**src/rtl/scba_pkg.sv**
```systemverilog
// size class block allocator: shared constants, types and reset helpers
// no dependencies
package scba_pkg;

    localparam int PAGE_BYTES  = 4096;
    localparam int NUM_PAGES   = 128;
    localparam int NUM_CLASSES = 32;
    localparam int INFO_BYTES  = 256;

    localparam int ADDR_W = 19;
    localparam int REQ_W  = 16;
    localparam int CLS_W  = 5;
    localparam int CNT_W  = 16;
    localparam int SUM_W  = 32;
    localparam int STAT_W = 2;

    localparam int PAGE_BITS = $clog2(PAGE_BYTES);
    localparam int OFF_W     = $clog2(PAGE_BYTES / 8);
    localparam int OFF1_W    = OFF_W + 1;
    localparam int PG_W      = $clog2(NUM_PAGES);
    localparam int PGC_W     = PG_W + 1;
    localparam int LINK_AW   = PG_W + OFF_W;
    localparam int LINK_DW   = LINK_AW + 1;
    localparam int LINK_DEPTH = NUM_PAGES * (PAGE_BYTES / 8);
    localparam int BW_W      = $clog2(NUM_CLASSES + 1);
    localparam int TOT_W     = REQ_W + 1;
    localparam int HDR_BYTES = 8;
    localparam int USABLE_W  = (PAGE_BYTES > INFO_BYTES) ? (PAGE_BYTES - INFO_BYTES) / 8 : 0;
    localparam int TOTAL_MAX = NUM_CLASSES * 8;
    localparam int RESET_PAGES = (NUM_CLASSES < NUM_PAGES) ? NUM_CLASSES : NUM_PAGES;

    typedef enum logic [STAT_W-1:0] {
        ST_OK        = 2'd0,
        ST_TOO_LARGE = 2'd1,
        ST_OOM       = 2'd2,
        ST_BAD       = 2'd3
    } status_t;

    typedef enum logic [1:0] {
        OP_ALLOC,
        OP_FREE,
        OP_REJ_LARGE,
        OP_REJ_BAD
    } op_t;

    typedef struct packed {
        op_t                op;
        logic [CLS_W-1:0]   cls;
        logic [REQ_W-1:0]   req;
        logic [ADDR_W-1:0]  addr;
        logic [PG_W-1:0]    pg;
        logic [OFF_W-1:0]   offw;
    } item_t;

    typedef struct packed {
        logic               head_vld;
        logic [LINK_AW-1:0] head;
        logic               next_vld;
        logic [PG_W-1:0]    next;
        logic [CLS_W-1:0]   cls;
        logic [OFF_W-1:0]   carve;
    } page_t;

    function automatic page_t page_reset(input logic [PG_W-1:0] p);
        page_t e;
        e.head_vld = ((int'(p) + 1) <= USABLE_W);
        e.head     = e.head_vld ? {p, {OFF_W{1'b0}}} : '0;
        e.next_vld = 1'b0;
        e.next     = '0;
        e.cls      = CLS_W'(p);
        e.carve    = '0;
        return e;
    endfunction

endpackage

```
**src/rtl/scba_front.sv**
```systemverilog
// front: classifies a command into class, page and offset and screens static errors
// depends on scba_pkg
module scba_front (
    input  logic                          cmd,
    input  logic [scba_pkg::REQ_W-1:0]    req_bytes,
    input  logic [scba_pkg::ADDR_W-1:0]   free_addr,
    output scba_pkg::item_t               item
);

    logic [scba_pkg::TOT_W-1:0]  total;
    logic [scba_pkg::TOT_W-1:0]  rnd;
    logic [scba_pkg::ADDR_W-1:0] blk;

    always_comb
    begin
        total = scba_pkg::TOT_W'(req_bytes) + scba_pkg::TOT_W'(scba_pkg::HDR_BYTES);
        rnd   = (total + scba_pkg::TOT_W'(7)) >> 3;
        blk   = free_addr - scba_pkg::ADDR_W'(scba_pkg::HDR_BYTES);

        item.req  = req_bytes;
        item.addr = free_addr;
        item.cls  = scba_pkg::CLS_W'(rnd - scba_pkg::TOT_W'(1));
        item.pg   = blk[scba_pkg::PAGE_BITS +: scba_pkg::PG_W];
        item.offw = blk[3 +: scba_pkg::OFF_W];

        if (!cmd)
        begin
            if (total > scba_pkg::TOT_W'(scba_pkg::TOTAL_MAX))
            begin
                item.op = scba_pkg::OP_REJ_LARGE;
            end
            else
            begin
                item.op = scba_pkg::OP_ALLOC;
            end
        end
        else
        begin
            if (free_addr < scba_pkg::ADDR_W'(scba_pkg::HDR_BYTES) || blk[2:0] != 3'd0)
            begin
                item.op = scba_pkg::OP_REJ_BAD;
            end
            else
            begin
                item.op = scba_pkg::OP_FREE;
            end
        end
    end

endmodule

```
**config.mk**
```make
export PLATFORM = sky130hd
export DESIGN_NAME = scba_front
export DESIGN_NICKNAME = d
export VERILOG_FILES = /design/src/rtl/scba_pkg.sv /design/src/rtl/scba_front.sv
export SDC_FILE = /design/constraint.sdc
export NUM_CORES = 1
export LEC_CHECK = 0
export BUFFER_PORTS_ARGS = -buffer_cell sky130_fd_sc_hd__buf_2
export CAP_MARGIN = 30
export CORE_MARGIN = 2
export CORE_UTILIZATION = 40
export DETAILED_ROUTE_END_ITERATION = 16
export PLACE_DENSITY = 0.95
export SETUP_SLACK_MARGIN = 0.1
export SLEW_MARGIN = 10
export SYNTH_ARGS = -nofsm -noshare
export SYNTH_HDL_FRONTEND = slang
export SYNTH_SLANG_ARGS = --single-unit
```
**constraint.sdc**
```tcl
create_clock -name vclk -period 5.6
set_clock_uncertainty 0.1 [all_clocks]
set_input_delay 1.12 -clock vclk [all_inputs]
set_output_delay 1.12 -clock vclk [all_outputs]
set_load 0.1 [all_outputs]
```
==> impl_results.md <==
* Pwr/cell area at 255 nW/um2
* Crit Path Max Fanout at 4
* Syn_area_per_cell at 7.32 um2
* Io pins at 94
* Setup Viol. Count Final at 0
* Min Tclk post-route at 4.64 ns
* Worst slew margin at 53.9%
* Largest net degree at the start of global routing at 11
* Initial Util at 41.2%
* Die W at 51.1 um
* Num rows at 17
* IO Port Bufs at 94
* Layout cells sized above 1 at 58.8%
* Cell variety after synth at 30
* Fin. Hold Viols at 0
* RD Place Congestion at 0.700
* Post-cts resize count at 0
* Register Area at 0 um2
* DP HPWL at 1800 um
* Die area at 2610 um2
* Congestion Overflow GR at 0
* WL/cell at 9.90 um
* P&R area growth vs syn at 28.1%
* Yosys warns at 0
* Top post-synthesis cells by area: buf_4, xor2_1, xnor2_1
* Fmax at 0.216 GHz
* Via count at 969
* Die height at 51.1 um
* Largest stage delay, worst path at 0.52 ns
* Worst hold slack at 2.52 ns
* Sequential cell count at 0
* CP most frequent cell: buf_2
* GR Util met1 at 16.5%
* Max IR drop VDD at 0.181 mV
* Post-Route Setup TNS at 0 ns
* Worst Hold Class: primary input to primary output
* Crit Path Class: primary input to primary output
* Leak pwr at 0.620 nW
* Buf+Inv Stages, Crit Path at 2
* Kind of cell adding the most delay to the critical path: simple AND/OR/NAND/NOR gates
* Total track usage at 14.3%
* Tcrit/Tclk final at 82.8%
* Total Wirelength at 2030 um
* Busiest grt layer: met2
* Worst-Margin Slew at 0.685 ns
* Routed Antenna Nets at 0
* Element type at the critical path end: primary output
* Clk_buf instances at 0
* Max-slew violation count at 0
* Yosys top cell by area: buf_4
* Core area at 2150 um2
* CP Cell Sequence: buf_2 -> nor3_1 -> or3_1 -> nand2_1 -> ha_1 -> or4_1 -> nand3_1 -> xnor2_2 -> buf_2
* Max_cap viols at 0
* M3 GR Usage at 1.17%
* First-pass GRT wire length at 3130 um
* Via-to-Cell Ratio at 4.73
* Outcome: completed
* Nets at 219
* Net Count, Synth at 161
* CP required at 4.38 ns
* Initial DRC count at 5
* Yosys top cell area share at 30.5%
* DRT Pass-1 Iters at 4
* Slowest CP cell: or4_1
* Number of diodes at 0
* Initial antenna violation count at 0
* RSZ-0062 raised after global routing: false
* Mapped Cells at 121
* GR Util met2 at 29.0%
* DRC at 0
* Register area share after synthesis at 0%
* Worst setup SP type: primary input
* Data arrival time of the worst path at 3.42 ns
* Number of global-route vias before repair at 766
* Post-CTS setup buffers at 0
* Mapped Area at 886 um2
* Cts hold-fix bufs at 0
worst paths after layout:
check,startpoint,to,depth (start not counted)
worst max-delay path,req_bytes[2],item[55],9
worst min-delay path,req_bytes[13],item[48],2
metrics by stage:
stage               cells  power (mW)  instance area (um2)  util, %  setup slack (ns)
floorplan             121       0.258                  908        -             0.119
global placement      205       0.288                 1130     52.8              1.02
detailed placement    205       0.290                 1130     52.8             0.953
CTS                   205       0.290                 1130     52.8             0.948
global route          205       0.299                 1130     52.8             0.779
finish                205       0.289                 1130     52.8             0.962
area by class of cell:
type               count  area, um2
well taps             28       35.0
repair buffers        94        470
fillers              227       1010
inverters              5       18.8
multi-input cells     78        611
routing by layer:
metal | part of all wire, % | up-vias
met5 | 0 | -
met4 | 0 | 0
met3 | 12 | 0
met2 | 50 | 56
met1 | 38 | 421
li1 | - | 492
Yosys cell counts, types with 3 or more instances:
cell type and n:
buf_4 36, xor2_1 12, xnor2_1 11, nand3_1 7
nor2_1 6, inv_1 5, nand2_1 5, ha_1 4
nor3_1 4, o21ai_0 4, and3_1 3, or4_1 3
where the power goes:
part	internal (mW)	switching [mW]	leakage, nW
logic	0.0443	0.245	0.620
registers	0	0	0
clock network	0	0	0
total	0.0443	0.245	0.620
layout by cell type, fill, tap and decap left out, types with 2 or more instances in the layout:
master	instances
inv_1	5
xnor2_2	3
nor2_1	6
nor4_2	2
nand4_1	2
o21ai_0	4
buf_2	94
xnor2_1	8
nor3_1	4
or4_1	3
nand3_1	7
ha_1	4
and3_1	3
nand2_1	5
o31ai_1	2
xor2_1	12
kinds of logic after synthesis:
| group | Yosys count | synth area share, % |
|---|---|---|
| AND/OR/NAND/NOR | 43 | 32.8 |
| XOR/XNOR | 23 | 22.7 |
| adder cells (fa/ha/maj) | 4 | 5.65 |
| AO/OA/AOI/OAI | 8 | 5.23 |
| buffers and inverters | 43 | 33.6 |
No activity file was read; power rests on OpenSTA's default activity.
