`config.mk`:
```
export PLATFORM = sky130hd
export DESIGN_NAME = scba_fifo
export DESIGN_NICKNAME = d
export VERILOG_FILES = /design/src/rtl/scba_pkg.sv /design/src/rtl/scba_fifo.sv
export SDC_FILE = /design/constraint.sdc
export NUM_CORES = 1
export LEC_CHECK = 0
export ABC_AREA = 1
export BUFFER_PORTS_ARGS = -buffer_cell sky130_fd_sc_hd__buf_2
export CELL_PAD_IN_SITES_DETAIL_PLACEMENT = 0
export CELL_PAD_IN_SITES_GLOBAL_PLACEMENT = 2
export CORE_MARGIN = 2
export CORE_UTILIZATION = 34
export CTS_CLUSTER_DIAMETER = 100
export CTS_CLUSTER_SIZE = 10
export DETAILED_ROUTE_END_ITERATION = 10
export PLACE_DENSITY_LB_ADDON = 0.2
export SLEW_MARGIN = 20
export SYNTH_ARGS = -nofsm -noshare
export SYNTH_HDL_FRONTEND = slang
export SYNTH_SLANG_ARGS = --single-unit
```
`constraint.sdc`:
```
create_clock -name clk -period 4.75 [get_ports clk]
set_clock_uncertainty 0.1 [all_clocks]
set_input_delay 0.2375 -clock clk [delete_from_list [all_inputs] [get_ports clk]]
set_output_delay 0.2375 -clock clk [all_outputs]
set_load 0.1 [all_outputs]
```
`src/rtl/scba_pkg.sv`:
```
// size class block allocator: shared constants, types and reset helpers
// no dependencies
package scba_pkg;

    localparam int PAGE_BYTES  = 4096;
    localparam int NUM_PAGES   = 128;
    localparam int NUM_CLASSES = 32;
    localparam int INFO_BYTES  = 256;

    localparam int ADDR_W = 19;
    localparam int REQ_W  = 16;
    localparam int CLS_W  = 5;
    localparam int CNT_W  = 16;
    localparam int SUM_W  = 32;
    localparam int STAT_W = 2;

    localparam int PAGE_BITS = $clog2(PAGE_BYTES);
    localparam int OFF_W     = $clog2(PAGE_BYTES / 8);
    localparam int OFF1_W    = OFF_W + 1;
    localparam int PG_W      = $clog2(NUM_PAGES);
    localparam int PGC_W     = PG_W + 1;
    localparam int LINK_AW   = PG_W + OFF_W;
    localparam int LINK_DW   = LINK_AW + 1;
    localparam int LINK_DEPTH = NUM_PAGES * (PAGE_BYTES / 8);
    localparam int BW_W      = $clog2(NUM_CLASSES + 1);
    localparam int TOT_W     = REQ_W + 1;
    localparam int HDR_BYTES = 8;
    localparam int USABLE_W  = (PAGE_BYTES > INFO_BYTES) ? (PAGE_BYTES - INFO_BYTES) / 8 : 0;
    localparam int TOTAL_MAX = NUM_CLASSES * 8;
    localparam int RESET_PAGES = (NUM_CLASSES < NUM_PAGES) ? NUM_CLASSES : NUM_PAGES;

    typedef enum logic [STAT_W-1:0] {
        ST_OK        = 2'd0,
        ST_TOO_LARGE = 2'd1,
        ST_OOM       = 2'd2,
        ST_BAD       = 2'd3
    } status_t;

    typedef enum logic [1:0] {
        OP_ALLOC,
        OP_FREE,
        OP_REJ_LARGE,
        OP_REJ_BAD
    } op_t;

    typedef struct packed {
        op_t                op;
        logic [CLS_W-1:0]   cls;
        logic [REQ_W-1:0]   req;
        logic [ADDR_W-1:0]  addr;
        logic [PG_W-1:0]    pg;
        logic [OFF_W-1:0]   offw;
    } item_t;

    typedef struct packed {
        logic               head_vld;
        logic [LINK_AW-1:0] head;
        logic               next_vld;
        logic [PG_W-1:0]    next;
        logic [CLS_W-1:0]   cls;
        logic [OFF_W-1:0]   carve;
    } page_t;

    function automatic page_t page_reset(input logic [PG_W-1:0] p);
        page_t e;
        e.head_vld = ((int'(p) + 1) <= USABLE_W);
        e.head     = e.head_vld ? {p, {OFF_W{1'b0}}} : '0;
        e.next_vld = 1'b0;
        e.next     = '0;
        e.cls      = CLS_W'(p);
        e.carve    = '0;
        return e;
    endfunction

endpackage

```
`src/rtl/scba_fifo.sv`:
```
// two-entry queue of classified commands between front and back
// depends on scba_pkg
module scba_fifo (
    input  logic           clk,
    input  logic           rst_n,
    input  logic           push,
    input  scba_pkg::item_t din,
    output logic           full,
    input  logic           pop,
    output scba_pkg::item_t dout,
    output logic           empty
);

    scba_pkg::item_t mem_reg [2];
    logic            wp_reg;
    logic            rp_reg;
    logic [1:0]      cnt_reg;
    logic            do_push;
    logic            do_pop;

    assign full    = (cnt_reg == 2'd2);
    assign empty   = (cnt_reg == 2'd0);
    assign dout    = mem_reg[rp_reg];
    assign do_push = push && !full;
    assign do_pop  = pop && !empty;

    always_ff @(posedge clk)
    begin
        if (do_push)
        begin
            mem_reg[wp_reg] <= din;
        end
    end

    always_ff @(posedge clk or negedge rst_n)
    begin
        if (!rst_n)
        begin
            wp_reg  <= 1'b0;
            rp_reg  <= 1'b0;
            cnt_reg <= 2'd0;
        end
        else
        begin
            if (do_push)
            begin
                wp_reg <= !wp_reg;
            end
            if (do_pop)
            begin
                rp_reg <= !rp_reg;
            end
            if (do_push && !do_pop)
            begin
                cnt_reg <= cnt_reg + 2'd1;
            end
            else if (do_pop && !do_push)
            begin
                cnt_reg <= cnt_reg - 2'd1;
            end
        end
    end

endmodule

```
==> flow_metrics.tcl, run 1 <==
set metrics [dict create \
    n_fill_cell 1177 \
    cp.buffers_inverters 2 \
    initial_utilization 0.350 \
    detailed_place_hpwl_um 5340 \
    drt-total-wl_um 9170 \
    crit_type "reg -> out" \
    fin_tns_setup_ns 0 \
    grt.met2_usage 0.233 \
    area.sequential_um2 3580 \
    grt_util_met1 0.163 \
    grt_most_used_layer "met2" \
    slew-limit-headroom 0.403 \
    critical_path.endpoint_type "output port" \
    grt_first_pass_wirelength_um 14900 \
    fp.dieArea_um2 14000 \
    syn-mean-instance-area_um2 13.3 \
    cpLargestDelayFamily "buffers and inverters" \
    crit_path_max_incr_delay_ns 0.69 \
    synth_top_area_frac 0.782 \
    hold_violation_count_in_the_final_report 0 \
    rows 41 \
    yosys_warnings 0 \
    avgRoutedWirePerCell_um 12.9 \
    synthesis.nets 398 \
    maximum_level_of_the_cts_h_tree 4 \
    antenna-diode-count 0 \
    yosys_most_used_dff "sky130_fd_sc_hd__edfxtp_1" \
    design.final.nets 588 \
    maximum_number_of_pins_on_one_net_before_global_route_repair 60 \
    route.vias.total 2957 \
    area_of_the_mapped_netlist_um2 4450 \
    path_clk_slew_ns 0.05 \
    core_area_um2 12700 \
    drive_above_1_share 0.292 \
    die_h_um 118 \
    synth_enable_flop_cells 116 \
    synth_largest_area_cell "sky130_fd_sc_hd__edfxtp_1" \
    antenna_left 0 \
    grtUsageMet3 0.0415 \
    count_of_mapped_cells_out_of_synthesis 335 \
    numCtsBuffers 17 \
    gr_usage_total 0.137 \
    multi_input_comb_area_um2 759 \
    worstMarginPinSlew_ns 0.895 \
    run_status "completed" \
    largest_reg_flops 116 \
    tritoncts_num_sinks 120 \
    drt_iter0_markers 145 \
    cts_hold_repair.buffers 60 \
    post_cts.resized_instances 0 \
    period_share 0.510 \
    drt_drc_violations_left 0 \
    port_buffers 121 \
    cts_root_buf "sky130_fd_sc_hd__clkbuf_16" \
    longest_clk_path_bufs 2 \
    period_minus_slack_ns 2.42 \
    grt_overflow_total 0 \
    synth_common_cells "sky130_fd_sc_hd__nand2_1 (183), sky130_fd_sc_hd__edfxtp_1 (116), sky130_fd_sc_hd__buf_2 (8)" \
    cp_common_cell "sky130_fd_sc_hd__nand2_1" \
    timing.critical_path.required_ns 4.41 \
    slew_viol_final 0 \
    yosysMostFrequentCell "sky130_fd_sc_hd__nand2_1" \
    worst_hold_path_type "in -> async" \
    globalplace.congestion 0.822 \
    drt_pre_antenna_iters 4 \
    tritoncts "built" \
    cp_data_arrival_time_ns 2.09 \
    synth_area_leaders "sky130_fd_sc_hd__edfxtp_1 (78%), sky130_fd_sc_hd__nand2_1 (15%), sky130_fd_sc_hd__dfrtp_1 (2.2%)" \
    setup_repair_after_global_routing_missed_its_margin "no" \
    synth_seq_cells 120 \
    setup_violations 0 \
    max_freq_ghz 0.412 \
    critical_path.cell_chain "clkinv_2, nand2_1, nand2_1, buf_2" \
    postSynth.asyncResetShare 0.0333 \
    critical_path_peak_fanout 59 \
    io_pins 122 \
    grt_antenna_before_repair 0 \
    drt-vias-per-instance 4.16 \
    critical_path.startpoint_type "flop" \
    clkLatencyLatePin_ns 0.39 \
    portion_of_the_post_synthesis_area_used_by_sequential_elements 0.804 \
    syn_to_final_growth_pct 45.4 \
    synth.lib_cells_used.distinct 15 \
    post_cts.repair.setup_buffers 0 \
    drv.max_cap_violation_count 0 \
    floorplan.die.width_um 118 \
    crit_path_top_delay_cell "sky130_fd_sc_hd__clkinv_2" \
    grt_pass1_vias 3044 \
]
-- cells in the final DEF, fill, tap and decap left out, types with 2 or more instances in the layout --
cell                            count
sky130_fd_sc_hd__nor2_1             3
sky130_fd_sc_hd__edfxtp_1         116
sky130_fd_sc_hd__nand2_1          183
sky130_fd_sc_hd__clkinv_2           3
sky130_fd_sc_hd__clkbuf_16         17
sky130_fd_sc_hd__bufinv_16          6
sky130_fd_sc_hd__buf_2            121
sky130_fd_sc_hd__buf_4              3
sky130_fd_sc_hd__dlygate4sd3_1     60
sky130_fd_sc_hd__clkbuf_1           2
sky130_fd_sc_hd__clkinvlp_4         2
sky130_fd_sc_hd__clkinv_4           2
sky130_fd_sc_hd__inv_1              6
sky130_fd_sc_hd__dfrtp_1            3
sky130_fd_sc_hd__o21ai_0            2
-- final timing paths --
path                       startpoint        endpoint  slack (ns)  cells after the start
max                            rp_reg        dout[23]        2.33                      4
min                             rst_n      cnt_reg[0]        0.09                      2
max reg2reg                cnt_reg[1]  mem_reg[1][31]        2.36                      4
min reg2reg                    wp_reg          wp_reg        0.39                      2
max in group asynchronous       rst_n          rp_reg        4.31                      2
min in group clk                 push          wp_reg        0.13                      5
-- logic make-up (layout without fill, tap and decap cells) --
logic type,count (synthesis),in the layout,synth area share
fa+ha+maj,1,1,0.00281
simple gates,190,190,0.162
compound gates,2,2,0.00225
flops,120,120,0.804
xor+xnor,1,1,0.00197
buf+inv,21,224,0.0267
-- area by class of cell --
class | count | area share
clock buffer | 19 | 0.0668
clock inverter | 13 | 0.0350
inverter | 8 | 0.00483
multi-input combinational | 194 | 0.117
sequential | 120 | 0.553
tap | 172 | 0.0332
timing repair buffer | 184 | 0.190
-- stage by stage --
stage	util	worst slack (ns)	cells	cell area [um2]	hold slack [ns]
after floorplan	-	1.18	335	4450	-0.158
after global placement	0.410	2.35	618	5220	-0.0512
after detailed placement	0.410	2.31	618	5220	-0.0477
after CTS	0.509	2.03	710	6480	0.0570
after global routing	0.509	2.04	710	6480	0.0747
final	0.509	2.33	710	6480	0.0858
-- worst reg2reg max path, delay by kind of cell (launching register included) --
kind,cells,cell delay (ns)
simple gates,1,0.70
buf+inv,2,0.64
compound gates,1,0.17
flops,1,0.40
-- metal layers --
metal	share of wire	wire length (um)
met1	0.43	3970
met2	0.51	4640
met3	0.050	458
met4	0.012	108
met5	0	0
Power of run 1 is left out: the tool's default activity adds up to more than one toggle a clock period on the data nets, which glitch-free logic cannot reach.
==> run 2, diff against run 1 <==
clock period = 2.29 ns   (was 4.75 ns; I/O delays follow)
==> flow_metrics.tcl, run 2 (synthesized netlist as in run 1, its figures left out) <==
set metrics [dict create \
    run_status "completed" \
    instances_no_fill 714 \
    layout.cells.most_common_list "sky130_fd_sc_hd__nand2_1 (182), sky130_fd_sc_hd__edfxtp_1 (116), sky130_fd_sc_hd__buf_2 (63), sky130_fd_sc_hd__buf_12 (63), sky130_fd_sc_hd__dlygate4sd3_1 (61)" \
    maximum_number_of_pins_on_one_net_before_global_route_repair 49 \
    hold_violation_count_in_the_final_report 0 \
    setup_violations 0 \
    final_common_cell "sky130_fd_sc_hd__nand2_1" \
    clkLatencyLatePin_ns 0.39 \
    post_cts.resized_instances 0 \
    critical_path.endpoint_type "output port" \
    avgRoutedWirePerCell_um 13.2 \
    grt_first_pass_wirelength_um 15500 \
    numCtsBuffers 17 \
    drt_iter0_markers 94 \
    grt_overflow_total 0 \
    antenna_left 0 \
    routedLengthMet1_um 3830 \
    floorplan.die.width_um 118 \
    tritoncts_num_sinks 120 \
    globalplace.congestion 0.683 \
    timing.critical_path.required_ns 2.08 \
    core_area_um2 12700 \
    rows 41 \
    drive_above_1_share 0.304 \
    r2r.worst_path.cells 4 \
    fp.dieArea_um2 14000 \
    worstMarginPinSlew_ns 0.496 \
    max_freq_ghz 0.521 \
    route.met2.wl_um 5100 \
    slew-limit-headroom 0.671 \
    drt-vias-per-instance 4.18 \
    design_area_um2 7420 \
    layout_setup_ws_ns 0.371 \
    drt_pre_antenna_iters 4 \
    port_buffers 121 \
    initial_utilization 0.350 \
    critical_path_peak_fanout 48 \
    largest_reg_flops 116 \
    design.final.nets 593 \
    slew_viol_final 0 \
    crit_type "reg -> out" \
    grt_antenna_before_repair 0 \
    tritoncts "built" \
    worst_hold_path_type "in -> reg" \
    route.vias.total 2983 \
    period_share 0.838 \
    drt-total-wl_um 9410 \
    path_clk_slew_ns 0.05 \
    cts_root_buf "sky130_fd_sc_hd__clkbuf_16" \
    longest_clk_path_bufs 2 \
    worstHoldPathCells 5 \
    gr_usage_total 0.142 \
    n_fill_cell 1063 \
    highest_layer "met4" \
    maximum_level_of_the_cts_h_tree 4 \
    io_pins 122 \
    post-place-cells 622 \
    drv.max_cap_violation_count 0 \
    antenna-diode-count 0 \
    placement.setup.worst_slack_ns 0.580 \
    syn_to_final_growth_pct 66.5 \
    drt_drc_violations_left 0 \
    detailed_place_hpwl_um 5910 \
    cp_data_arrival_time_ns 1.70 \
    met3_wirelength_um 396 \
    critical_path.startpoint_type "flop" \
    grt_pass1_vias 3142 \
    period_minus_slack_ns 1.92 \
    dpl-instance-area_um2 6200 \
    setup_repair_after_global_routing_missed_its_margin "no" \
    die_h_um 118 \
]
[run 2: cell count changes in the layout (fill, tap and decap cells not counted), sizes merged]
cell | before | now
buf | 124 | 128
bufinv | 6 | 4
clkbuf | 19 | 17
clkinvlp | 2 | 4
dlygate4sd3 | 60 | 61
inv | 7 | 8
[run 2: routing by layer]
layer,vias to the layer above,global-route usage
met5,-,0
met1,1389,0.165
met2,72,0.254
li1,1514,-
met4,0,0.0469
met3,8,0.0386
[run 2: cell type report]
class,count,area (um2),area share
multi-input combinational,194,772,0.104
clock buffer,17,425,0.0574
inverter,8,33.8,0.00456
sequential,120,3590,0.484
clock inverter,14,181,0.0245
timing repair buffer,189,2200,0.297
tap,172,215,0.0290
[run 2: path summary, 6_finish.rpt]
check	startpoint	end	slack, ns
worst max register to register	cnt_reg[1]	mem_reg[1][26]	0.59
max in group asynchronous	rst_n	rp_reg	1.36
worst min-delay path	push	wp_reg	0.01
worst max-delay path	rp_reg	dout[24]	0.37
worst min register to register	wp_reg	wp_reg	0.39
min in group asynchronous	rst_n	cnt_reg[1]	0.53
[run 2: worst max-delay path, cell delays in order (launching register included)]
cell and delay, ns:
sky130_fd_sc_hd__dfrtp_2 0.41, sky130_fd_sc_hd__inv_2 0.21, sky130_fd_sc_hd__buf_12 0.26, sky130_fd_sc_hd__nand2_1 0.08
sky130_fd_sc_hd__nand2_1 0.14, sky130_fd_sc_hd__buf_12 0.19
[run 2: what timing repair did]
| item | CTS | global route |
|---|---|---|
| hold endpoints to repair | 121 | 0 |
| buffers inserted | 0 | 0 |
| hold buffers | 61 | 0 |
[run 2: through the flow]
step	TNS [ns]	hold slack, ns	util
4_1_cts	0	0.00779	0.583
6_report	0	0.0110	0.583
5_1_grt	0	0.0251	0.583
2_1_floorplan	-9.88	-0.281	-
3_5_place_dp	0	-0.166	0.487
3_3_place_gp	0	-0.165	0.487
Power of run 2 is left out for the same reason.
